$ cat src/hdl/rsq_queue.sv
// Small FIFO of decoded ops between the front and the back.
// No package dependencies.
module rsq_queue #(
	parameter int WIDTH = 8,
	parameter int DEPTH = 4,
	localparam int PW = $clog2(DEPTH),
	localparam int CW = $clog2(DEPTH + 1)
) (
	input  logic             clk,
	input  logic             arst_n,
	input  logic             push,
	input  logic [WIDTH-1:0] push_data,
	output logic             full,
	input  logic             pop,
	output logic             head_valid,
	output logic [WIDTH-1:0] head_data
);

	logic [WIDTH-1:0] entries_q [DEPTH];
	logic [PW-1:0]    wr_ptr_q, rd_ptr_q;
	logic [CW-1:0]    count_q;

	assign full       = (count_q == CW'(DEPTH));
	assign head_valid = (count_q != '0);
	assign head_data  = entries_q[rd_ptr_q];

	always_ff @(posedge clk or negedge arst_n) begin
		if (!arst_n) begin
			wr_ptr_q <= '0;
			rd_ptr_q <= '0;
			count_q  <= '0;
		end else begin
			if (push) begin
				wr_ptr_q <= (wr_ptr_q == PW'(DEPTH - 1)) ? '0 : wr_ptr_q + PW'(1);
			end
			if (pop) begin
				rd_ptr_q <= (rd_ptr_q == PW'(DEPTH - 1)) ? '0 : rd_ptr_q + PW'(1);
			end
			case ({push, pop})
				2'b10:   count_q <= count_q + CW'(1);
				2'b01:   count_q <= count_q - CW'(1);
				default: count_q <= count_q;
			endcase
		end
	end

	always_ff @(posedge clk) begin
		if (push) begin
			entries_q[wr_ptr_q] <= push_data;
		end
	end

endmodule

$ cat config.mk
export PLATFORM = sky130hd
export DESIGN_NAME = rsq_queue
export DESIGN_NICKNAME = d
export VERILOG_FILES = /design/src/hdl/rsq_queue.sv
export SDC_FILE = /design/constraint.sdc
export NUM_CORES = 1
export LEC_CHECK = 0
export BUFFER_PORTS_ARGS = -buffer_cell sky130_fd_sc_hd__buf_2
export CAP_MARGIN = 0
export CELL_PAD_IN_SITES_DETAIL_PLACEMENT = 0
export CELL_PAD_IN_SITES_GLOBAL_PLACEMENT = 2
export CORE_MARGIN = 8
export CORE_UTILIZATION = 45
export CTS_CLUSTER_SIZE = 20
export DETAILED_ROUTE_END_ITERATION = 12
export HOLD_SLACK_MARGIN = 0.1
export PLACE_DENSITY_LB_ADDON = 0.1
export SETUP_SLACK_MARGIN = 0.4
export SYNTH_ARGS = -nofsm -noshare
export SYNTH_HDL_FRONTEND = slang
export SYNTH_SLANG_ARGS = --single-unit
$ cat constraint.sdc
create_clock -name clk -period 4.1 [get_ports clk]
set_clock_uncertainty 0.1 [all_clocks]
set_input_delay 0.41 -clock clk [delete_from_list [all_inputs] [get_ports clk]]
set_output_delay 0.41 -clock clk [all_outputs]
set_load 0.005 [all_outputs]
# Word-level counts from Yosys, hierarchy flattened
# Memories as Yosys holds them, arrays and structs flattened.
# Cells that the tools add are included.
# op_classes
addsub	4
n_eq_ne	5
n_mux	5
n_reduce_logical	2
# op_table
cell	n
== test 2 bit (second input constant)	3
case mux 3 bit (2 select lines)	1
adder 2 x 1 -> 2 bit (second input constant)	2
two-way mux 2 bit	2
adder 3 x 1 -> 3 bit (second input constant)	1
== test 3 bit (second input constant)	1
nonzero test 3 bit	1
subtractor 3 x 1 -> 3 bit (second input constant)	1
== test 2 x 1 -> 1 bit (second input constant)	1
two-way mux 1 bit	2
nonzero test 2 bit	1
# totals
register_bits	7
mem_bits_rw	32
input_bits	12
output_inout_bits	10
elab_cells	20
mem_count	1
# mem_list
name	words	word_bits	read_ports	rd_ports_with_merged_regs	wr	line_no	text
entries_q	4	8	1	0	1	19	logic [WIDTH-1:0] entries_q [DEPTH];

# Depth between registers and ports, before layout
# Gate-level depths: netlist of the first run.
# depth
ltp_word	2
ltp_mapped	6
mapped_depth_nobuf	6

# Worst setup path after synthesis of the first run
# OpenSTA, ideal clock, no wires.
# synth_timing
path_kind	input-to-reg
start	in push
end	reg count_q[2]
setup_ps	125
arrival_ps	1348
path_slack_ps	2527
cell_stages	6
n_path_buf	0
cell_sequence	inv_1 > ha_1 > fa_1 > xnor2_1 > nor2_1 > xor2_1
# synth_between
elab_chain_cells	2
# synth_lines
item	line_no	text
start, declared	11	input logic push,
== test 2 x 1 -> 1 bit or == test 2 bit (tied branches)	39	case ({push, pop})
case mux 3 bit (2 select lines) or nonzero test 2 bit (tied branches)	n/a	
end signal, assigned	40	2'b10: count_q <= count_q + CW'(1);
end signal, assigned	41	2'b01: count_q <= count_q - CW'(1);
end signal, assigned	42	default: count_q <= count_q;
end, declared	21	logic [CW-1:0] count_q;
# Several ways; a longest one is shown, not always the timed one.
# A chain may end at the register's enable or synchronous reset.

# Worst setup path after layout of the first run
# layout_timing
start	reg rd_ptr_q[0]
end	out head_data[4]
# layout_between
elab_chain_cells	1
# layout_lines
item	line_no	text
start, declared	20	logic [PW-1:0] wr_ptr_q, rd_ptr_q;
start signal, assigned	37	rd_ptr_q <= (rd_ptr_q == PW'(DEPTH - 1)) ? '0 : rd_ptr_q + PW'(1);
memory (4 x 8 bit)	n/a	
end, declared	16	output logic [WIDTH-1:0] head_data
# No other way between the ends.

==> summary.md, run 1 <==
| Metric | Value |
|---|---|
| Max Fclk | around 440 MHz |
| Max-slew violation count | 0 |
| Slew @ Worst Pin | 566.3 ps |
| Post-CTS setup buffers | 0 |
| FF-to-FF End | entries_q[0][5] |
| Die area | approximately 5600 um^2 |
| Most frequent cells in the layout | 32 x edfxtp_1, 21 x buf_2, 8 x mux4_2 |
| Syn Inst Count | 77 |
| I/O Pins | 22 |
| Initial antenna violation count | 0 |
| Root cell of the clock tree | clkbuf_4 |
| Post-CTS sizing | 0 |
| Count of different cell masters after synthesis | 17 |
| R2R Setup Slk | ~2600 ps |
| Reg-to-reg critical path startpoint | wr_ptr_q[0] |
| Netlist Area Pre-Place | about 1600 um^2 |
| Syn_nets | between 90 and 100 |
| Worst-path clk slew | between 100 and 150 ps |
| Vias in the first global route | between 800 and 900 |
| Worst VDD drop | 0.3272 mV |
| Min Tclk post-route | roughly 2300 ps |
| CP required | roughly 3600 ps |
| Status | completed |
| Largest net degree at the start of global routing | 13 |
| Gr usage total | 0.1010 |
| Synthesis-stage register bit count | 39 |
| Endpoints failing hold | 0 |
| Commonest non-fill, non-tap cell in the layout | edfxtp_1 |
| Largest family of logic cells by synthesized area | multiplexers |
| Cell Rows | 21 |
| Worst-case reg-to-reg path depth | 3 |
| Total Wirelength | roughly 2400 um |
| Antenna cells | 0 |
| DR WL/cell | approximately 16 um |
| Simple-gate share of the synthesized area | 0.03597 |
| CTS tree | yes |
| Area delta synth->final | 14.87% |
| Crit. End Element | output pin |
| Placed instance count | 142 |
| CTS H-tree depth | 2 |
| Post-DP Area | 1712 um^2 |
| CTS Buf Count | 5 |
| Syn_area_per_cell | 20.33 um^2 |
| Pre-CTS setup slack | 2145 ps |
| Hold depth | 1 |
| Leak pwr | 0.6710 nW |
| Layout cells sized above 1 | 0.3714 |
| DR vias/cell | 4.848 |
| Non-Filler Instances | 151 |
| Setup TNS | 0 ps |
| Final ANT Viol Nets | 0 |
| Design area | 1798 um^2 |
| PnR worst setup slack | roughly 1800 ps |
| # nets final | 123 |
| Share of the yosys chip area belonging to registers | 0.7258 |
| Port Buf Inserts | 21 |
| Compound-Gate Fraction of Synth Area | 0.006395 |
| Fin crit share | 0.5557 |
| # setup viols final | 0 |
| Post-Synth Adder-Cell Area | 0.06075 |
| Vias | approximately 730 |
| CTS max path bufs | 2 |
| Crit Path Class | reg2out |
| Die H | 74.98 um |
| Hold buffers post-CTS | 1 |
| Power density cells | ~630 nW/um^2 |
| # DRC | 0 |
| Max Fanout on Critical Path | 11 |
| Worst setup SP type | register |
| Placer Congestion | roughly 0.63 |
| Slew headroom | 0.6225 |
| CP arrival | ~1800 ps |
| Post-DP HPWL | between 1500 and 2000 um |
| Die X | 74.98 um |
| Hold Crit Start | push_data[1] |
| Mux cell area share after synthesis | 0.1367 |
| First-pass GRT wire length | 3988 um |
| Clock sink total | 39 |
| Total of max-cap violations | 0 |
| Hold WC Path Type | in2reg |
| Core area | between 3000 and 4000 um^2 |
| Starting density of the core | 0.4691 |
| Post-synthesis xor/xnor area fraction | 0.01679 |
| Gr ovfl total | 0 |
| Hold EP | entries_q[0][1] |
| Clk_lat worst skew | roughly 340 ps |
| Initial DRT Pass Iterations | 4 |
| Warnings from Yosys | 0 |
| Initial DRC count | 64 |
| Setup repair after global routing missed its margin | no |
logic make-up (layout without fill, tap and decap cells):
| logic type | after synthesis | in the layout |
|---|---|---|
| mux | 11 | 11 |
| simple gates | 10 | 10 |
| compound gates | 2 | 2 |
| fa+ha+maj | 7 | 7 |
| flops | 39 | 39 |
| xor+xnor | 3 | 3 |
| buf+inv | 5 | 33 |
where the power goes:
| group | internal [mW] | switching [mW] |
|---|---|---|
| Combinational | 0.177 | 0.117 |
| Sequential | 0.520 | 0.0779 |
| Clock | 0.125 | 0.123 |
worst max-delay path: stages (launching register included):
cell and delay [ps]:
dfrtp_1 720, mux4_2 570, buf_2 140
routing by layer:
layer  GRT usage  part of all wire  up-vias
met3     0.04128             0.064        5
met4     0.05217             0.020        0
met1      0.1175              0.43      361
met5           0                 0        -
li1            -                 -      350
met2      0.1564              0.48       16
stage by stage:
stage	hold WS, ps	util	power [mW]
after floorplan	14.41	-	0.8078
after global placement	152.0	0.5129	0.9073
after detailed placement	152.1	0.5129	0.9136
after CTS	158.7	0.5388	1.163
after global routing	160.2	0.5388	1.217
final	171.2	0.5388	1.140
layout make-up:
type                    count  area [um^2]
multi-input cells          33        401.6
well taps                  46        57.56
flip-flops and latches     39         1136
clock buffers               5        37.54
inverters                   3        11.26
fillers                   293         1539
clock inverters             3        38.79
repair buffers             22        115.1
sequential cells by signal (all words and copies together), names as in the netlist:
name and count:
count_q 3, entries_q 32, wr_ptr_q 2, rd_ptr_q 2
cell usage after synthesis:
| cell type | count | area share |
|---|---|---|
| xnor2_1 | 2 | 0.011 |
| buf_2 | 1 | 0.0032 |
| buf_6 | 1 | 0.0072 |
| nor3b_1 | 1 | 0.0048 |
| fa_1 | 1 | 0.013 |
| dfrtp_1 | 7 | 0.11 |
| nand2_1 | 1 | 0.0024 |
| inv_1 | 3 | 0.0072 |
| and2_1 | 4 | 0.016 |
| ha_1 | 6 | 0.048 |
| edfxtp_1 | 32 | 0.61 |
| mux4_2 | 8 | 0.12 |
| or3_1 | 2 | 0.0080 |
| xor2_1 | 1 | 0.0056 |
| o21ai_0 | 2 | 0.0064 |
| nor2_1 | 2 | 0.0048 |
| mux2_2 | 3 | 0.022 |
worst max path at each step:
| stage | start | end | slack [ps] | cells after the start |
|---|---|---|---|---|
| 6_report | rd_ptr_q[0] | head_data[4] | 1820 | 2 |
| 5_1_grt | rd_ptr_q[0] | head_data[4] | 1640 | 2 |
| 4_1_cts | rd_ptr_q[0] | head_data[4] | 1750 | 2 |
| 3_5_place_dp | rd_ptr_q[0] | head_data[4] | 2140 | 2 |
| 3_3_place_gp | rd_ptr_q[0] | head_data[3] | 2150 | 2 |
| 2_1_floorplan | push | count_q[2] | 2530 | 6 |
(Power assumes the default switching activity.)
==> inputs of run 2 (changes only) <==
- ABC_AREA: default -> 1
- CORE_UTILIZATION: 45 -> 33
- clock period: 4.1 -> 2 ns (I/O delays scaled with it)
==> summary.md, run 2 <==
| Metric | Value |
|---|---|
| Gr usage total | 0.08768 (was 0.1010) |
| Vias in the first global route | 1,181 (was 808) |
| Fin crit share | 0.7986 |
| I/O Pins | 22 (unchanged) |
| CTS max path bufs | 2 (unchanged) |
| Syn_nets | 182 (was 96) |
| Reg-to-reg critical path startpoint | wr_ptr_q[0] (unchanged) |
| DR WL/cell | 11.53 um (was 15.75 um) |
| Switching component of the power | 0.8862 mW (was 0.3177 mW) |
| Post-synth EDFFs | 32 (unchanged) |
| Cell Rows | 26 (was 21) |
| # setup viols final | 0 (unchanged) |
| Syn Inst Count | 163 (was 77) |
| Warnings from Yosys | 0 (unchanged) |
| Placer Congestion | 0.6467 (was 0.6293) |
| Count of different cell masters after synthesis | 19 (was 17) |
| Synth top cells by count | 47 x nand2_1, 32 x edfxtp_1, 28 x inv_1, 18 x nor2_1, 8 x o211ai_1 (was 32 x edfxtp_1, 8 x mux4_2, 7 x dfrtp_1, 6 x ha_1, 4 x and2_1) |
| Core area | 5107 um^2 (was 3337 um^2) |
| CTS H-tree depth | 2 (unchanged) |
| WHS | 117.3 ps (was 171.2 ps) |
| Initial DRT Pass Iterations | 6 (was 4) |
| Delay-heaviest family, CP | flip-flops (unchanged) |
| Clk_lat worst skew | 280 ps (was 340 ps) |
| Total Wirelength | 3090 um (was 2379 um) |
| Die X | 88.94 um (was 74.98 um) |
| Max-slew violation count | 0 (unchanged) |
| Min Tclk post-route | about 1600 ps |
| Largest net degree at the start of global routing | 33 (was 13) |
| CP cell instances | buf_12 > nor2_1 > nor2_1 > nand2_1 > nand2_1 > buf_2 (was mux4_2 > buf_2) |
| # fillers | 510 (was 293) |
| Yosys top cell by area | edfxtp_1 (unchanged) |
| CTS tree | yes (unchanged) |
| Syn_area_per_cell | 10.77 um^2 (was 20.33 um^2) |
| Hold Crit Start | push (was push_data[1]) |
| Most frequent cells in the layout | 47 x nand2_1, 32 x edfxtp_1, 28 x inv_1 (was 32 x edfxtp_1, 21 x buf_2, 8 x mux4_2) |
| Share of the yosys chip area belonging to registers | 0.6472 (was 0.7258) |
| Global routing usage on met2 | 0.1557 (was 0.1564) |
| Clock sink total | 39 (unchanged) |
| Max Fanout on Critical Path | 32 (was 11) |
| Max Fclk | ~630 MHz |
| Area delta synth->final | 19.53% (was 14.87%) |
| Hold WC Path Type | in2reg (unchanged) |
| Most flop-heavy register | entries_q (unchanged) |
| Crit Path Class | reg2out (unchanged) |
| Slew @ Worst Pin | 409.3 ps (was 566.3 ps) |
| Commonest non-fill, non-tap cell in the layout | nand2_1 (was edfxtp_1) |
| Endpoints failing hold | 0 (unchanged) |
| # DRC | 0 (unchanged) |
| CTS Buf Count | 5 (unchanged) |
| DR vias/cell | 4.198 (was 4.848) |
| Final ANT Viol Nets | 0 (unchanged) |
| Starting density of the core | 0.3437 (was 0.4691) |
| Buf+Inv Stages, Crit Path | 2 (was 1) |
| Worst-path clk slew | 70 ps (was 120 ps) |
| Initial DRC count | 43 (was 64) |
| Post-synth ARST share | 0.1795 (unchanged) |
| # nets final | 216 (was 123) |
| Total internal power | 1.704 mW (was 0.8222 mW) |
| Top_reg_cell synth | edfxtp_1 (unchanged) |
| Layout cells sized above 1 | 0.1515 (was 0.3714) |
| Part of the power in registers | 0.447 (was 0.525) |
| Gr ovfl total | 0 (unchanged) |
| Root cell of the clock tree | clkbuf_8 (was clkbuf_4) |
| Port Buf Inserts | 21 (unchanged) |
| Crit. Startpoint | rd_ptr_q[0] (unchanged) |
| Worst VDD drop | 0.4398 mV (was 0.3272 mV) |
| Synth area leaders | edfxtp_1 55%, nand2_1 10%, dfrtp_1 10%, inv_1 6.0%, ha_1 4.3% (was edfxtp_1 61%, mux4_2 12%, dfrtp_1 11%, ha_1 4.8%, mux2_2 2.2%) |
| Total of max-cap violations | 0 (unchanged) |
| CP arrival | 1300 ps (was 1770 ps) |
| Yosys top cell area share | 0.5474 (was 0.6139) |
| Comb pwr share | 0.361 (was 0.258) |
| Slew headroom | 0.7268 (was 0.6225) |
| Status | completed (unchanged) |
| Power density cells | 1234 nW/um^2 (was 634.0 nW/um^2) |
| Gr busiest metal | met2 (unchanged) |
| Vias | 1,125 (was 732) |
| Crit. End Element | output pin (unchanged) |
| Antenna cells | 0 (unchanged) |
| Leak pwr | 0.9474 nW (was 0.6710 nW) |
| Sw Share | 0.3422 (was 0.2787) |
| Setup repair after global routing missed its margin | yes (was no) |
| Initial antenna violation count | 0 (unchanged) |
| Post-DP HPWL | 2136 um (was 1648 um) |
| Netlist Area Pre-Place | 1755 um^2 (was 1565 um^2) |
| Largest register FFs | 32 (unchanged) |
| Die area | 7909 um^2 (was 5621 um^2) |
| Crit-path max cell delay | 410 ps (was 720 ps) |
| Slowest cell on crit path | dfrtp_1 (unchanged) |
| Most common cell in the netlist | nand2_1 (was edfxtp_1) |
| Die H | 88.94 um (was 74.98 um) |
| Setup TNS | 0 ps (unchanged) |
| M3 GR Usage | 0.02849 (was 0.04128) |
| Synthesis-stage register bit count | 39 (unchanged) |
| Met1 usage | 0.09333 (was 0.1175) |
| Clk pwr share | 0.192 (was 0.218) |
| Regs by FF count | entries_q: 32 flops, count_q: 3 flops (unchanged) |
| Worst setup SP type | register (unchanged) |
| CP required | 1700 ps (was 3590 ps) |
| First-pass GRT wire length | 5181 um (was 3988 um) |
run 2: cell type report:
type                            count  area, um^2  share of cell area
Sequential cell                    39        1136              0.5414
Clock inverter                      1       5.005            0.002385
Tap cell                           70       87.58             0.04174
Clock buffer                        7       76.32             0.03637
Multi-Input combinational cell     89       449.2              0.2141
Timing Repair Buffer               33       232.7              0.1109
Inverter                           29       111.4             0.05307
run 2: cells by family (layout without fill, tap and decap cells):
group / count (synthesis) / after routing / share of synthesized area
compound gates: 13 / 13 / 0.04847
xor+xnor: 1 / 1 / 0.004990
fa+ha+maj: 7 / 7 / 0.05417
buf+inv: 35 / 70 / 0.09693
flops: 39 / 39 / 0.6472
simple gates: 68 / 68 / 0.1482
run 2: final timing paths:
path	end	slack (ps)	depth (start not counted)
worst max-delay path	head_data[6]	400	6
worst min-delay path	wr_ptr_q[0]	120	2
worst max register to register	entries_q[2][0]	530	4
worst min register to register	count_q[2]	380	2
max in group asynchronous	wr_ptr_q[0]	1450	2
min in group asynchronous	count_q[0]	180	2
run 2: what timing repair did:
| action | in CTS | in global routing |
|---|---|---|
| hold buffers | 10 | 0 |
| hold endpoints to repair | 41 | 0 |
| gates resized for setup | 4 | 0 |
| setup buffers | 1 | 0 |
| endpoints found under the setup margin | 8 | 8 |
run 2: power by group through the flow:
stage | combinational [mW] | clock, mW | sequential (mW)
2_1_floorplan | 0.699 | 0 | 1.15
3_3_place_gp | 0.877 | 0 | 1.17
3_5_place_dp | 0.904 | 0 | 1.17
4_1_cts | 0.969 | 0.523 | 1.16
5_1_grt | 1.10 | 0.545 | 1.18
6_report | 0.934 | 0.497 | 1.16
run 2: routing by layer:
| metal | share of wire | vias to the layer above |
|---|---|---|
| met5 | 0 | - |
| met1 | 0.42 | 508 |
| met3 | 0.062 | 5 |
| met2 | 0.50 | 26 |
| li1 | - | 586 |
| met4 | 0.017 | 0 |
run 2: stage by stage:
step,instance area (um^2),power (mW),worst slack (ps),utilization,instances
6_report,2098,2.590,402.8,0.4108,268
5_1_grt,2098,2.826,307.5,0.4108,268
4_1_cts,2098,2.653,378.8,0.4108,268
3_5_place_dp,1894,2.078,451.1,0.3709,249
3_3_place_gp,1894,2.048,480.5,0.3709,249
2_1_floorplan,1755,1.851,549.4,-,163
run 2: worst register-to-register path, delay by kind of cell (launching register included):
kind	cells	cell delay (ps)
buf+inv	2	420
flops	1	410
fa+ha+maj	1	160
simple gates	1	50
