<file path="config.mk">
export PLATFORM = sky130hd
export DESIGN_NAME = rsq_front
export DESIGN_NICKNAME = d
export VERILOG_FILES = /design/src/hdl/rsq_pkg.sv /design/src/hdl/rsq_front.sv
export SDC_FILE = /design/constraint.sdc
export NUM_CORES = 1
export LEC_CHECK = 0
export BUFFER_PORTS_ARGS = -buffer_cell sky130_fd_sc_hd__buf_2
export CAP_MARGIN = 20
export CORE_ASPECT_RATIO = 0.5
export CORE_MARGIN = 2
export CORE_UTILIZATION = 40
export DETAILED_ROUTE_END_ITERATION = 7
export PLACE_DENSITY = 0.65
export SETUP_SLACK_MARGIN = 0.3
export SLEW_MARGIN = 10
export SYNTH_ARGS = -nofsm -noshare
export SYNTH_HDL_FRONTEND = slang
export SYNTH_SLANG_ARGS = --single-unit
</file>
<file path="constraint.sdc">
create_clock -name clk -period 5.5 [get_ports clk]
set_clock_uncertainty 0.2 [all_clocks]
set_input_delay 0.275 -clock clk [delete_from_list [all_inputs] [get_ports clk]]
set_output_delay 0.275 -clock clk [all_outputs]
set_load 0.02 [all_outputs]
</file>
<file path="src/hdl/rsq_pkg.sv">
// Package for the range max/min spread query unit.
// Field widths, command and status codes, queue op type, priority encoder.
// No dependencies.
package rsq_pkg;

	localparam int MAX_ELEMENTS_DEF = 1024;
	localparam int LEVELS_DEF       = 11;
	localparam int VALUE_BITS_DEF   = 32;
	localparam int QUEUE_DEPTH      = 4;

	localparam int CMD_W       = 2;
	localparam int VALUE_W     = 32;
	localparam int IDX_FIELD_W = 10;
	localparam int SPREAD_W    = 32;
	localparam int STATUS_W    = 2;
	localparam int LOG_IN_W    = 17;
	localparam int LOG_OUT_W   = 5;

	localparam logic [CMD_W-1:0] CMD_APPEND = 2'd0;
	localparam logic [CMD_W-1:0] CMD_QUERY  = 2'd1;
	localparam logic [CMD_W-1:0] CMD_CLEAR  = 2'd2;

	localparam logic [STATUS_W-1:0] STATUS_OK        = 2'd0;
	localparam logic [STATUS_W-1:0] STATUS_BAD_RANGE = 2'd1;
	localparam logic [STATUS_W-1:0] STATUS_FULL      = 2'd2;

	typedef enum logic [1:0] {
		OP_LOAD,
		OP_QUERY,
		OP_ERR
	} op_kind_t;

	typedef struct packed {
		op_kind_t               kind;
		logic [STATUS_W-1:0]    status;
	} rsq_op_t;

	// floor(log2(x)) for x > 0; highest set bit wins
	function automatic logic [LOG_OUT_W-1:0] flog2(input logic [LOG_IN_W-1:0] x);
		logic [LOG_OUT_W-1:0] r;
		r = '0;
		for (int i = 0; i < LOG_IN_W; i++) begin
			if (x[i]) begin
				r = LOG_OUT_W'(i);
			end
		end
		return r;
	endfunction

endpackage

</file>
<file path="src/hdl/rsq_front.sv">
// Front end: accepts input transfers, tracks the element count, checks ranges
// and works out table levels and window starts. Depends on rsq_pkg.
module rsq_front import rsq_pkg::*; #(
	parameter int MAX_ELEMENTS = MAX_ELEMENTS_DEF,
	parameter int LEVELS       = LEVELS_DEF,
	parameter int VALUE_BITS   = VALUE_BITS_DEF,
	localparam int IDX_W = $clog2(MAX_ELEMENTS),
	localparam int LVL_W = $clog2(LEVELS)
) (
	input  logic                         clk,
	input  logic                         arst_n,
	input  logic                         in_valid,
	output logic                         in_stall,
	input  logic [CMD_W-1:0]             command,
	input  logic signed [VALUE_W-1:0]    value,
	input  logic [IDX_FIELD_W-1:0]       left,
	input  logic [IDX_FIELD_W-1:0]       right,
	input  logic                         full,
	output logic                         push,
	output rsq_op_t                      op,
	output logic signed [VALUE_BITS-1:0] op_value,
	output logic [IDX_W-1:0]             op_idx_a,
	output logic [IDX_W-1:0]             op_idx_b,
	output logic [LVL_W-1:0]             op_lvl
);

	localparam int CNT_W = $clog2(MAX_ELEMENTS + 1);
	localparam int QW    = (CNT_W > IDX_FIELD_W) ? CNT_W : IDX_FIELD_W;
	localparam int IW    = (IDX_W > IDX_FIELD_W) ? IDX_W : IDX_FIELD_W;
	localparam int LW    = IDX_FIELD_W + 1;
	localparam logic [LOG_OUT_W-1:0] TOP_LVL = LOG_OUT_W'(LEVELS - 1);

	logic [CNT_W-1:0]     count_q;
	logic                 accept;
	logic                 store_full;
	logic                 bad_range;
	logic [LOG_OUT_W-1:0] load_log, query_log, query_k;
	logic [LW-1:0]        len, second;
	logic [IW-1:0]        left_w, second_w;

	assign in_stall   = full;
	assign accept     = in_valid && !full;
	assign store_full = (count_q == CNT_W'(MAX_ELEMENTS));

	// new value at index count closes windows up to floor(log2(count+1))
	assign load_log = flog2(LOG_IN_W'(count_q) + LOG_IN_W'(1));

	assign bad_range = (left > right) || (QW'(right) >= QW'(count_q));
	assign len       = LW'(right) - LW'(left) + LW'(1);
	assign query_log = flog2(LOG_IN_W'(len));
	assign query_k   = (query_log > TOP_LVL) ? TOP_LVL : query_log;
	assign second    = LW'(right) + LW'(1) - (LW'(1) << query_k);
	assign left_w    = IW'(left);
	assign second_w  = IW'(second[IDX_FIELD_W-1:0]);

	always_comb begin
		push       = 1'b0;
		op.kind    = OP_LOAD;
		op.status  = STATUS_OK;
		op_value   = VALUE_BITS'(value);
		op_idx_a   = count_q[IDX_W-1:0];
		op_idx_b   = second_w[IDX_W-1:0];
		op_lvl     = LVL_W'((load_log > TOP_LVL) ? TOP_LVL : load_log);
		case (command)
			CMD_APPEND: begin
				push = accept;
				if (store_full) begin
					op.kind   = OP_ERR;
					op.status = STATUS_FULL;
				end
			end
			CMD_QUERY: begin
				push     = accept;
				op_idx_a = left_w[IDX_W-1:0];
				op_lvl   = LVL_W'(query_k);
				if (bad_range) begin
					op.kind   = OP_ERR;
					op.status = STATUS_BAD_RANGE;
				end else begin
					op.kind = OP_QUERY;
				end
			end
			default: begin
				push = 1'b0;
			end
		endcase
	end

	always_ff @(posedge clk or negedge arst_n) begin
		if (!arst_n) begin
			count_q <= '0;
		end else if (accept) begin
			case (command)
				CMD_APPEND: begin
					if (!store_full) begin
						count_q <= count_q + CNT_W'(1);
					end
				end
				CMD_CLEAR: count_q <= '0;
				default:   count_q <= count_q;
			endcase
		end
	end

endmodule

</file>
After elaboration in Yosys (flattened, before gate mapping):

Index checks and enable logic that the tools add are counted.

* flip-flop bits (word level): 11
* logic and storage cells: 60
* output and inout port bits: 62
* input bits: 58

* shift operators: 1
* equal/unequal tests: 4
* multiplexer cells: 37
* add/subtract/negate cells: 6
* reduce and logical (&&, ||, !) cells: 7
* magnitude comparators: 4

Operator list (count)
* two-way mux 5 bit: 24
* adder 11 x 1 -> 11 bit (second input constant): 2
* case mux 11 bit (2 select lines): 1
* adder 11 x 1 -> 12 bit (second input constant): 1
* two-way mux 4 bit: 3
* equality test 11 bit (second input constant): 1
* >= comparator 10 x 11 -> 1 bit: 1
* two-way mux 11 bit: 1
* subtractor 10 x 10 -> 11 bit: 1
* adder 10 x 1 -> 10 bit (second input constant): 1
* > comparator 10 bit: 1
* > comparator 5 x 4 -> 1 bit (second input constant): 2
* two-way mux 10 bit: 1
* left shift 1 x 5 -> 10 bit (first input constant): 1
* subtractor 10 bit: 1
* case mux 4 bit (2 select lines): 1
* two-way mux 1 bit: 4
* two-way mux 2 bit: 2
* AND reduction 3 bit: 1
* equality test 2 x 1 -> 1 bit (second input constant): 1
* equality test 2 bit (second input constant): 1
* logical NOT 2 bit: 1
* inequality test 2 bit (second input constant): 1
* nonzero test 2 bit: 1
* 4 further kinds: 4

Logic depth before layout (Yosys ltp):

Gate-level depths: netlist of the first run.

* depth after elaboration: 20
* gate-level depth with buffers: 21
* gate-level depth less buffers: 21

Worst setup path after synthesis of the first run:

No wires, ideal clock.

* path type: input to output
* from: in right[1]
* to: out op_idx_b[9]
* setup slack: 324 ps
* buffers on the path: 0
* data required time: 5025 ps
* arrival: 4701 ps
* stages: 21
* path through: inv_1 ha_1 inv_1 ha_1 fa_1 a211oi_4 o21ai_1 a211o_1 and2_4 nor3_4 nor4bb_2 ha_1 inv_1 ha_1 fa_1 a21o_1 a21oi_1 o21ai_0 o41ai_1 xnor2_1 xnor2_1

* cells in the longest elaborated chain, start to end: 16
* elaborated cells on any way between the ends: 17
* those cells by class: add/sub (4); order compare (1); shift (1); mux (11)

RTL lines
* start, declared: RTL line rsq_front.sv:17 `input logic [IDX_FIELD_W-1:0] right,`
* subtractor 10 x 10 -> 11 bit: RTL line rsq_front.sv:49 `assign len = LW'(right) - LW'(left) + LW'(1);`
* adder 11 x 1 -> 11 bit: RTL line rsq_front.sv:49
* two-way mux 1 bit: RTL line rsq_pkg.sv:43 `if (x[i]) begin`
* two-way mux 5 bit (9 in series): RTL line rsq_pkg.sv:43
* > comparator 5 x 4 -> 1 bit: RTL line rsq_front.sv:51 `assign query_k = (query_log > TOP_LVL) ? TOP_LVL : query_log;`
* two-way mux 5 bit: RTL line rsq_front.sv:51
* left shift 1 x 5 -> 10 bit: RTL line rsq_front.sv:52 `assign second = LW'(right) + LW'(1) - (LW'(1) << query_k);`
* subtractor 10 bit (*): RTL line rsq_front.sv:52
* end, declared: RTL line rsq_front.sv:23 `output logic [IDX_W-1:0] op_idx_b,`

Mark *: on every way between the ends. The rest lies on a longest branch, timed or not.

Worst setup path in the final report of the first run:

Ends and elaborated chain as after synthesis.

==> out/results.tsv, run 1 <==
stage	metric	value	unit
outcome	status	finished clean	
timing	fin_crit	4.99	ns
timing	tightest_slew	0.827	ns
cells_and_area	largest_reg_flops	11	
floorplan	die_y	67.9	µm
timing	clock.fmax	200	MHz
drt	drc	0	
synthesis	syn_inst	431	
drt	drt_iter0_drc	125	
synthesis	yosysMostFrequentCell	ha_1	
clock_tree	clk_latency	0.24	ns
pwr	p_per_area	197	mW/mm²
global_route	use_met3	1.41	%
pwr	p_leak	0.00171	µW
synthesis	synth_area_per_cell	7.59	µm²
run	drv_cap	0	
critical_path	crit_buf_inv	6	
drt	dr.pass1.iters	5	
critical_path	reg2reg_from	count_q[1]$_DFFE_PN0P_	
critical_path	cpLargestDelayFamily	compound AO/OA/AOI/OAI gates	
drt	vias	3089	
clock_tree	clockBufferDepth	2	
global_route	grt_pass1_wl	13.9	mm
clock_tree	cts_tree	built	
critical_path	worstReg2RegEnd	count_q[7]$_DFFE_PN0P_	
timing	min_period_over_period	90.8	%
critical_path	slowest_delay	0.39	ns
timing	rsz0062_at_grt	no	
cells_and_area	layout.nets	571	
placement	dpl.hpwl	7.02	mm
global_route	met2_usage	34.6	%
cells_and_area	antennaDiodeCount	0	
timing	tns	0	ns
timing	setup_viol	0	
global_route	grt_max_degree	27	
floorplan	core_area	0.00797	mm²
cells_and_area	final_layout_size_suffix_gt1_share	25.2	%
synthesis	synth_edf_count	0	
synthesis	synth.distinct_cells	77	
clock_tree	clkTransAtPathRegs	0.04	ns
synthesis	synth_common_cells	58 x ha_1, 40 x inv_1, 33 x buf_4, 31 x nand2_1, 28 x a21oi_1	
critical_path	critPathArrivalTime	4.52	ns
synthesis	synth_top_area_cell	ha_1	
synthesis	syn_nets	549	
cells_and_area	final_cell_area	0.00372	mm²
floorplan	rows	23	
floorplan	num_io_pins	120	
timing	hold_viol_final	0	
pwr	worst_ir_drop_vdd	0.131	mV
cells_and_area	fillCellCount	795	
synthesis	async_reset_ff_share	100	%
synthesis	synth_area	0.00327	mm²
critical_path	cp_slowest_cell	fa_2	
critical_path	start_kind	input pin	
placement	place_congestion	0.905	
cells_and_area	top_register	count_q	
critical_path	cp_cell_sequence	buf_2 > inv_2 > ha_4 > inv_2 > ha_4 > fa_2 > buf_4 > xnor2_1 > a21boi_1 > o32ai_2 > a21bo_2 > buf_4 > o41ai_4 > nand2_1 > ha_4 > fa_2 > a21o_1 > a21oi_2 > o21ai_2 > o41ai_2 > xnor2_1 > xnor2_1 > buf_4	
floorplan	die_x	132	µm
critical_path	worstRegToRegCells	7	
clock_tree	cts_sinks	11	
global_route	antenna_found_initial	0	
synthesis	synth_ff_type	dfrtp_1	
clock_tree	cts_root_buffer	clkbuf_16	
critical_path	cp_max_fo	3	
cells_and_area	reg_top3	count_q: 11 flops	
pwr	fin_total_pwr	733	µW
placement	placed_cell_area	0.00342	mm²
cells_and_area	post-route-util	46.7	%
critical_path	rrSetupSlack	3.21	ns
critical_path	worst-setup-path-type	input pin to output pin	
critical_path	critPathRequiredTime	5.03	ns
global_route	grt_pass1_vias	2918	
synthesis	synth-seq-area-share	8.42	%
clock_tree	cts_buffers	3	
synthesis	yosysWarningCount	0	
floorplan	initial_utilization	41.0	%
drt	vias_per_cell	5.48	
synthesis	post_synth_main_area_contributors	ha_1 22%, dfrtp_1 8.4%, buf_4 7.6%	
worst_hold_path	hold_path.class	input pin to asynchronous set/reset pin	
global_route	globalRouteMet1Util	23.7	%
floorplan	die-area	0.00896	mm²
timing	hold_slack	0.235	ns
critical_path	critPathCaptureType	output pin	
synthesis	synth-seq-cells	11	
timing	slew_headroom	44.9	%
synthesis	synth_top_area_share	22.2	%
global_route	globalRouteOverflowTotal	0	
global_route	top_usage_layer	met2	
drt	routedWlPerCell	15.5	µm
cells_and_area	area_growth	13.9	%
drt	wl	8.75	mm
critical_path	cp_num_cells	23	
placement	numPortBuffers	55	
drt	ant_nets	0	
timing	slew_viol_final	0	
global_route	grt_use_total	18.8	%
clock_tree	cts_max_level	1	
kinds of logic after synthesis:
family          synth area share [%]
buf+inv                         14.8
xor+xnor                        4.29
flops                           8.42
mux                             1.30
fa+ha+maj                       23.4
compound gates                  26.2
simple gates                    21.6
cell type report:
| cell class | instances | area (µm²) | area share [%] |
|---|---|---|---|
| repair buffers | 69 | 385 | 10.3 |
| well taps | 112 | 140 | 3.76 |
| multi-input cells | 328 | 2700 | 72.4 |
| clock buffers | 4 | 78.8 | 2.12 |
| inverters | 40 | 150 | 4.03 |
| flip-flops and latches | 11 | 275 | 7.39 |
cells in the final DEF (no fill, tap or decap), types with 6 or more instances in the layout:
cell type  netlist  routed
o211ai_1         6       6
ha_4             0       6
nand3_1          9       9
a21oi_1         28      23
nand2_1         31      31
o21ai_0         27      26
ha_1            58      51
buf_4           33      14
inv_1           40      37
nor2_1          27      25
xnor2_1         14      14
a21o_1           8       8
dfrtp_1         11      11
nor3_1          12      12
buf_2            6      54
worst reg2reg max path: stages, from the launching register on:
cell	delay (ns)
dfrtp_1	0.47
inv_1	0.11
ha_1	0.18
nor4b_1	0.15
nand3_1	0.13
nand2_1	0.26
or2_2	0.44
o41ai_1	0.24
worst max path at each step:
stage	from	to	slack [ns]
final	right[1]	op_idx_b[9]	0.51
after global routing	left[2]	op_idx_b[9]	0.26
after CTS	right[1]	op_idx_b[9]	0.31
after detailed placement	right[1]	op_idx_b[9]	0.03
after global placement	right[1]	op_idx_b[9]	0.09
after floorplan	right[1]	op_idx_b[9]	0.32
what timing repair did:
item                                    CTS  global route
resized for setup                        19            19
pin swaps                                15            19
hold buffers                              1             0
endpoints found under the hold margin    11             0
setup buffers                             0             4
endpoints found under the setup margin    1             1
per-layer routing:
metal  part of all wire [%]  vias up
met3                    2.9       21
met5                      0        -
met4                    1.9        0
met1                     47     1445
li1                       -     1564
met2                     48       59
power breakdown:
| part | total [µW] | switching, µW | internal (µW) |
|---|---|---|---|
| sequential | 105 | 17.2 | 87.5 |
| clock | 134 | 36.3 | 97.3 |
| combinational | 494 | 281 | 213 |
stage by stage:
step                setup WS (ns)  cells
floorplan                   0.324    431
global placement           0.0924    555
detailed placement         0.0250    555
CTS                         0.313    560
global route                0.261    564
finish                      0.507    564
Note: power is estimated with default switching activity, not from simulation.
==> inputs of run 2 (changes only) <==
--- a/config.mk
+++ b/config.mk
@@ -12,6 +12,7 @@
 export CORE_UTILIZATION = 40
 export DETAILED_ROUTE_END_ITERATION = 7
 export PLACE_DENSITY = 0.65
+export REMOVE_ABC_BUFFERS = 1
 export SETUP_SLACK_MARGIN = 0.3
 export SLEW_MARGIN = 10
 export SYNTH_ARGS = -nofsm -noshare
==> out/results.tsv, run 2 (same netlist as run 1, synthesis figures left out) <==
stage	metric	value	unit	change
outcome	status	finished clean		
timing	fin_crit	5.05	ns	+0.0538 ns
floorplan	die_x	132	µm	unchanged
pwr	seqPwrFrac	14.6	%	+0.3 points
critical_path	critPathCaptureType	output pin		
global_route	grt_pass1_wl	15.1	mm	+8.9%
cells_and_area	antennaDiodeCount	0		unchanged
drt	routedWlPerCell	17.2	µm	+11%
critical_path	start_kind	input pin		
floorplan	core_area	0.00797	mm²	unchanged
drt	wl	9.77	mm	+12%
placement	dpl.hpwl	8.03	mm	+14%
cells_and_area	layout.nets	575		+0.70%
timing	slew_viol_final	0		unchanged
floorplan	num_io_pins	120		unchanged
global_route	globalRouteOverflowTotal	0		unchanged
timing	slew_headroom	44.6	%	-0.34 points
floorplan	die_y	67.9	µm	unchanged
clock_tree	cts_buffers	3		unchanged
clock_tree	cts_max_level	1		unchanged
clock_tree	clockBufferDepth	2		unchanged
timing	tns	0	ns	unchanged
drt	vias_per_cell	5.56		+1.4%
cells_and_area	fillCellCount	794		-0.13%
timing	min_period_over_period	91.8	%	+0.98 points
drt	dr.pass1.iters	4		-1
global_route	grt_pass1_vias	2928		+0.34%
pwr	internal-power	391	µW	-1.9%
floorplan	die-area	0.00896	mm²	unchanged
clock_tree	clkTransAtPathRegs	0.04	ns	about the same
global_route	grt_max_degree	27		unchanged
timing	hold_viol_final	0		unchanged
pwr	p_per_area	194	mW/mm²	-1.6%
timing	clock.fmax	198	MHz	-1.1%
global_route	grt_use_total	21.4	%	+2.6 points
pwr	p_clk_share	18.3	%	about the same
clock_tree	cts_sinks	11		unchanged
cells_and_area	largest_reg_flops	11		unchanged
timing	hold_slack	0.238	ns	+0.00208 ns
timing	tightest_slew	0.832	ns	+0.00506 ns
clock_tree	clk_latency	0.24	ns	about the same
clock_tree	cts_root_buffer	clkbuf_16		
critical_path	critPathRequiredTime	5.03	ns	about the same
cells_and_area	mostFrequentLayoutCell	buf_2		
timing	rsz0062_at_grt	no		
critical_path	cp_max_fo	4		+1
critical_path	worst-setup-path-type	input pin to output pin		
placement	numPortBuffers	55		unchanged
cells_and_area	final_layout_size_suffix_gt1_share	25.2	%	about the same
floorplan	rows	23		unchanged
pwr	swShare	45.5	%	-0.22 points
pwr	p_sw	325	µW	-2.8%
placement	place_congestion	0.945		+4.5%
drt	drc	0		unchanged
cells_and_area	reg_top3	count_q: 11 flops		
critical_path	rrSetupSlack	3.14	ns	-0.07 ns
clock_tree	cts_tree	built		
pwr	worst_ir_drop_vdd	0.110	mV	-16%
critical_path	critPathArrivalTime	4.57	ns	+0.05 ns
floorplan	initial_utilization	41.0	%	unchanged
global_route	antenna_found_initial	0		unchanged
worst_hold_path	hold_path.class	input pin to asynchronous set/reset pin		
drt	ant_nets	0		unchanged
cells_and_area	mostFrequentLayoutCells	54 x buf_2, 51 x ha_1, 40 x inv_1		
timing	setup_viol	0		unchanged
pwr	p_leak	0.00172	µW	+0.75%
drt	drt_iter0_drc	209		+67%
drt	vias	3156		+2.2%
run	drv_cap	0		unchanged
cells_and_area	top_register	count_q		
pwr	comb_power_share	67.0	%	-0.5 points
cells_and_area	area_growth	13.1	%	
-- run 2: cell types whose count changed in the layout (fill, tap and decap cells not counted), sizes merged --
cell	change
buf	+4
clkbuf	-1
clkinv	+1
-- run 2: cell type report --
type,instances,area (µm²),share of cell area [%]
timing repair buffer,73,415,11.2
multi-input combinational,328,2640,71.3
clock inverter,1,5.00,0.135
clock buffer,3,75.1,2.03
tap,112,140,3.79
sequential,11,275,7.45
inverter,40,150,4.06
-- run 2: what timing repair did --
item	in CTS	in global routing
cloned	0	0
setup buffers	5	1
endpoints found under the setup margin	1	2
resized for setup	13	13
hold endpoints to repair	11	0
hold buffers	1	0
pin swaps	8	13
-- run 2: worst max-delay path: stages --
cell and delay, ns:
buf_2 0.09, inv_1 0.07, ha_4 0.27, inv_1 0.06
ha_2 0.20, fa_2 0.38, a211oi_4 0.29, o21ai_1 0.11
a211o_1 0.29, and2_4 0.20, nor3_4 0.25, nor4bb_2 0.08
ha_1 0.27, inv_1 0.04, ha_2 0.18, fa_2 0.34
a21o_1 0.17, a21oi_2 0.17, o21ai_2 0.09, o41ai_2 0.24
xnor2_1 0.17, xnor2_1 0.15, buf_4 0.17
-- run 2: metal layers --
| metal | GRT usage (%) | vias up | share of wire (%) |
|---|---|---|---|
| met3 | 7.56 | 11 | 8.9 |
| li1 | - | 1582 | - |
| met5 | 2.22 | - | 0 |
| met2 | 33.0 | 94 | 43 |
| met1 | 28.6 | 1469 | 47 |
| met4 | 4.62 | 0 | 1.2 |
-- run 2: path summary, 6_finish.rpt --
check                      depth (start not counted)              startpoint                      to
max                                               23                right[1]             op_idx_b[9]
min                                                2                  arst_n  count_q[9]$_DFFE_PN0P_
max reg2reg                                        7  count_q[0]$_DFFE_PN0P_  count_q[7]$_DFFE_PN0P_
min reg2reg                                        2  count_q[1]$_DFFE_PN0P_  count_q[1]$_DFFE_PN0P_
max in group asynchronous                          2                  arst_n  count_q[3]$_DFFE_PN0P_
min in group clk                                   2              command[1]  count_q[4]$_DFFE_PN0P_
-- run 2: power groups by stage --
| stage | sequential (µW) | combinational [µW] | clock [µW] |
|---|---|---|---|
| floorplan | 99.9 | 312 | 0 |
| global placement | 106 | 438 | 0 |
| detailed placement | 106 | 438 | 0 |
| CTS | 105 | 464 | 135 |
| global route | 107 | 528 | 139 |
| finish | 105 | 480 | 131 |
-- run 2: per-stage QoR --
step | area (µm²) | utilization [%] | setup WS [ns] | power (µW) | cells
finish | 3700 | 46.4 | 0.453 | 716 | 568
floorplan | 2940 | - | 0.324 | 412 | 379
global placement | 3430 | 43.1 | 0.0739 | 544 | 557
global route | 3700 | 46.4 | 0.243 | 773 | 568
detailed placement | 3430 | 43.1 | 0.00118 | 544 | 557
CTS | 3620 | 45.4 | 0.301 | 703 | 567
==> inputs of run 3 (changes only) <==
==> constraint.sdc (replaced) <==
create_clock -name clk -period 5.5 [get_ports clk]
set_clock_uncertainty 0.2 [all_clocks]
set_input_delay 1.1 -clock clk [delete_from_list [all_inputs] [get_ports clk]]
set_output_delay 1.1 -clock clk [all_outputs]
set_load 0.02 [all_outputs]
==> out/results.tsv, run 3 (same netlist as run 1, synthesis figures left out) <==
stage	metric	value	unit	change
outcome	status	complete, but fails checks		
outcome	violations	negative setup slack		
drt	vias_per_cell	5.51		-0.80%
cells_and_area	final_cell_area	0.00455	mm²	+23%
floorplan	initial_utilization	41.0	%	unchanged
clock_tree	clkTransAtPathRegs	0.04	ns	about the same
global_route	met2_usage	42.5	%	+9.5 points
global_route	grt_max_degree	27		unchanged
drt	dr.pass1.iters	4		unchanged
critical_path	cp_max_fo	3		-1
drt	drc	0		unchanged
clock_tree	cts_buffers	3		unchanged
critical_path	cp_cell_sequence	buf_8 > inv_4 > ha_4 > inv_4 > ha_4 > fa_2 > a211oi_4 > buf_4 > nor2_4 > o22ai_4 > and3b_2 > and2_4 > nor4bb_4 > ha_1 > inv_2 > ha_4 > fa_2 > a21o_1 > a21oi_2 > o21ai_2 > o41ai_2 > xnor2_1 > xnor2_1 > buf_4		
placement	place_congestion	0.865		-8.5%
critical_path	path_common_cell	ha_4		
placement	dpl.hpwl	8.68	mm	+8.1%
worst_hold_path	hold_path.class	flop to flop		
floorplan	die_x	132	µm	unchanged
cells_and_area	seq_area	275	µm²	unchanged
critical_path	start_kind	input pin		
timing	slew_headroom	43.3	%	-1.3 points
timing	slew_viol_final	0		unchanged
pwr	worst_ir_drop_vdd	0.105	mV	-5.0%
clock_tree	cts_sinks	11		unchanged
floorplan	die-area	0.00896	mm²	unchanged
clock_tree	clk_latency	0.24	ns	about the same
timing	hold_viol_final	0		unchanged
clock_tree	clockBufferDepth	2		unchanged
global_route	grt_use_total	24.9	%	+3.6 points
cells_and_area	mostFrequentLayoutCell	buf_4		
timing	worst_slack	-1.23	ns	-1.68 ns
cells_and_area	top_register	count_q		
placement	numPortBuffers	55		unchanged
critical_path	slowest_delay	0.42	ns	+0.04 ns
pwr	fin_total_pwr	890	µW	+24%
floorplan	num_io_pins	120		unchanged
run	drv_cap	0		unchanged
cells_and_area	layout.nets	648		+13%
critical_path	critPathArrivalTime	5.43	ns	+0.86 ns
cells_and_area	antennaDiodeCount	0		unchanged
global_route	globalRouteMet1Util	31.4	%	+2.8 points
timing	fin_crit	6.73	ns	+1.68 ns
critical_path	worst-setup-path-type	input pin to output pin		
cells_and_area	fillCellCount	723		-8.9%
timing	rsz0062_at_grt	yes		
drt	vias	3533		+12%
floorplan	core_area	0.00797	mm²	unchanged
timing	tns	-6.78	ns	-6.78 ns
placement	placed_cell_area	0.00393	mm²	+14%
cells_and_area	multi_input_area	0.00287	mm²	+8.9%
critical_path	cpLargestDelayFamily	adder cells		
clock_tree	cts_tree	built		
timing	tightest_slew	0.851	ns	+0.0192 ns
drt	wl	11.6	mm	+19%
drt	ant_nets	0		unchanged
global_route	top_usage_layer	met2		
pwr	p_per_area	195	mW/mm²	+0.90%
cells_and_area	area_growth	39.3	%	
cells_and_area	largest_reg_flops	11		unchanged
timing	min_period_over_period	122	%	+31 points
cells_and_area	reg_top3	count_q: 11 flops		
critical_path	cp_slowest_cell	fa_2		
global_route	globalRouteOverflowTotal	0		unchanged
cells_and_area	finalNonFillerCells	641		+13%
timing	clock.fmax	149	MHz	-25%
clock_tree	cts-hold-fix-buffers	0		-1
global_route	use_met3	8.59	%	+1.0 points
global_route	grt_pass1_vias	3432		+17%
floorplan	die_y	67.9	µm	unchanged
floorplan	rows	23		unchanged
critical_path	crit_buf_inv	6		+1
cells_and_area	mostFrequentLayoutCells	92 x buf_4, 44 x ha_1, 43 x buf_2		
cells_and_area	final_layout_size_suffix_gt1_share	39.7	%	+14 points
global_route	grt_pass1_wl	17.6	mm	+16%
placement	placed_cells	623		+12%
clock_tree	cts_max_level	1		unchanged
critical_path	critPathCaptureType	output pin		
global_route	antenna_found_initial	0		unchanged
timing	setup_viol	8		+8
drt	drt_iter0_drc	164		-22%
clock_tree	cts_root_buffer	clkbuf_16		
pwr	p_leak	0.00214	µW	+24%
drt	routedWlPerCell	18.1	µm	+5.2%
critical_path	critPathRequiredTime	4.20	ns	-0.83 ns
-- run 3: cell types whose count changed in the layout (fill, tap and decap cells not counted), sizes merged --
cell	delta
clkbuf	+1
dlygate4sd3	-1
clkinv	-1
buf	+74
-- run 3: worst register-to-register path: stages (launching register included) --
cell and delay (ns):
dfrtp_1 0.52, inv_1 0.08, ha_1 0.20, nor4b_1 0.15
nand3_1 0.14, nand2_1 0.26, or2_2 0.44, o41ai_1 0.26
-- run 3: through the flow --
step | hold slack, ns | worst slack (ns) | utilization [%]
2_1_floorplan | 0.346 | -1.33 | -
3_3_place_gp | 0.435 | -1.56 | 49.3
3_5_place_dp | 0.434 | -1.63 | 49.3
4_1_cts | 0.452 | -1.18 | 54.7
5_1_grt | 0.460 | -1.40 | 57.1
6_report | 0.458 | -1.23 | 57.1
-- run 3: path summary, 6_finish.rpt --
check / start / endpoint / slack, ns / depth (start not counted)
worst max-delay path: right[1] / op_idx_b[9] / -1.23 / 24
worst min-delay path: count_q[10]$_DFFE_PN0P_ / count_q[10]$_DFFE_PN0P_ / 0.46 / 1
worst max register to register: count_q[0]$_DFFE_PN0P_ / count_q[7]$_DFFE_PN0P_ / 3.15 / 7
worst min register to register: count_q[10]$_DFFE_PN0P_ / count_q[10]$_DFFE_PN0P_ / 0.46 / 1
max in group asynchronous: arst_n / count_q[4]$_DFFE_PN0P_ / 4.36 / 1
min in group asynchronous: arst_n / count_q[8]$_DFFE_PN0P_ / 0.53 / 1
-- run 3: layer usage --
layer	part of all wire, %	wire, µm
met1	45	5260
met2	46	5280
met3	7.6	879
met4	1.5	174
met5	0	0
-- run 3: repair_timing --
item,4_1_cts,5_1_grt
endpoints found under the setup margin,12,11
pin swaps,37,24
resized for setup,63,26
gates cloned,0,0
hold endpoints to repair,0,0
setup buffers,7,7
-- run 3: area by class of cell --
class                   instances  area share (%)
inverters                      40            3.41
flip-flops and latches         11            6.04
clock buffers                   4            1.73
repair buffers                146            22.7
well taps                     112            3.08
multi-input cells             328            63.0
-- run 3: where the power goes --
| group | switching, µW | leakage [µW] | internal (µW) | total, µW |
|---|---|---|---|---|
| Clock | 36.4 | 0.0000382 | 97.4 | 134 |
| Combinational | 331 | 0.00197 | 320 | 650 |
| Sequential | 18.1 | 0.000138 | 87.5 | 106 |
| Total | 385 | 0.00214 | 505 | 890 |
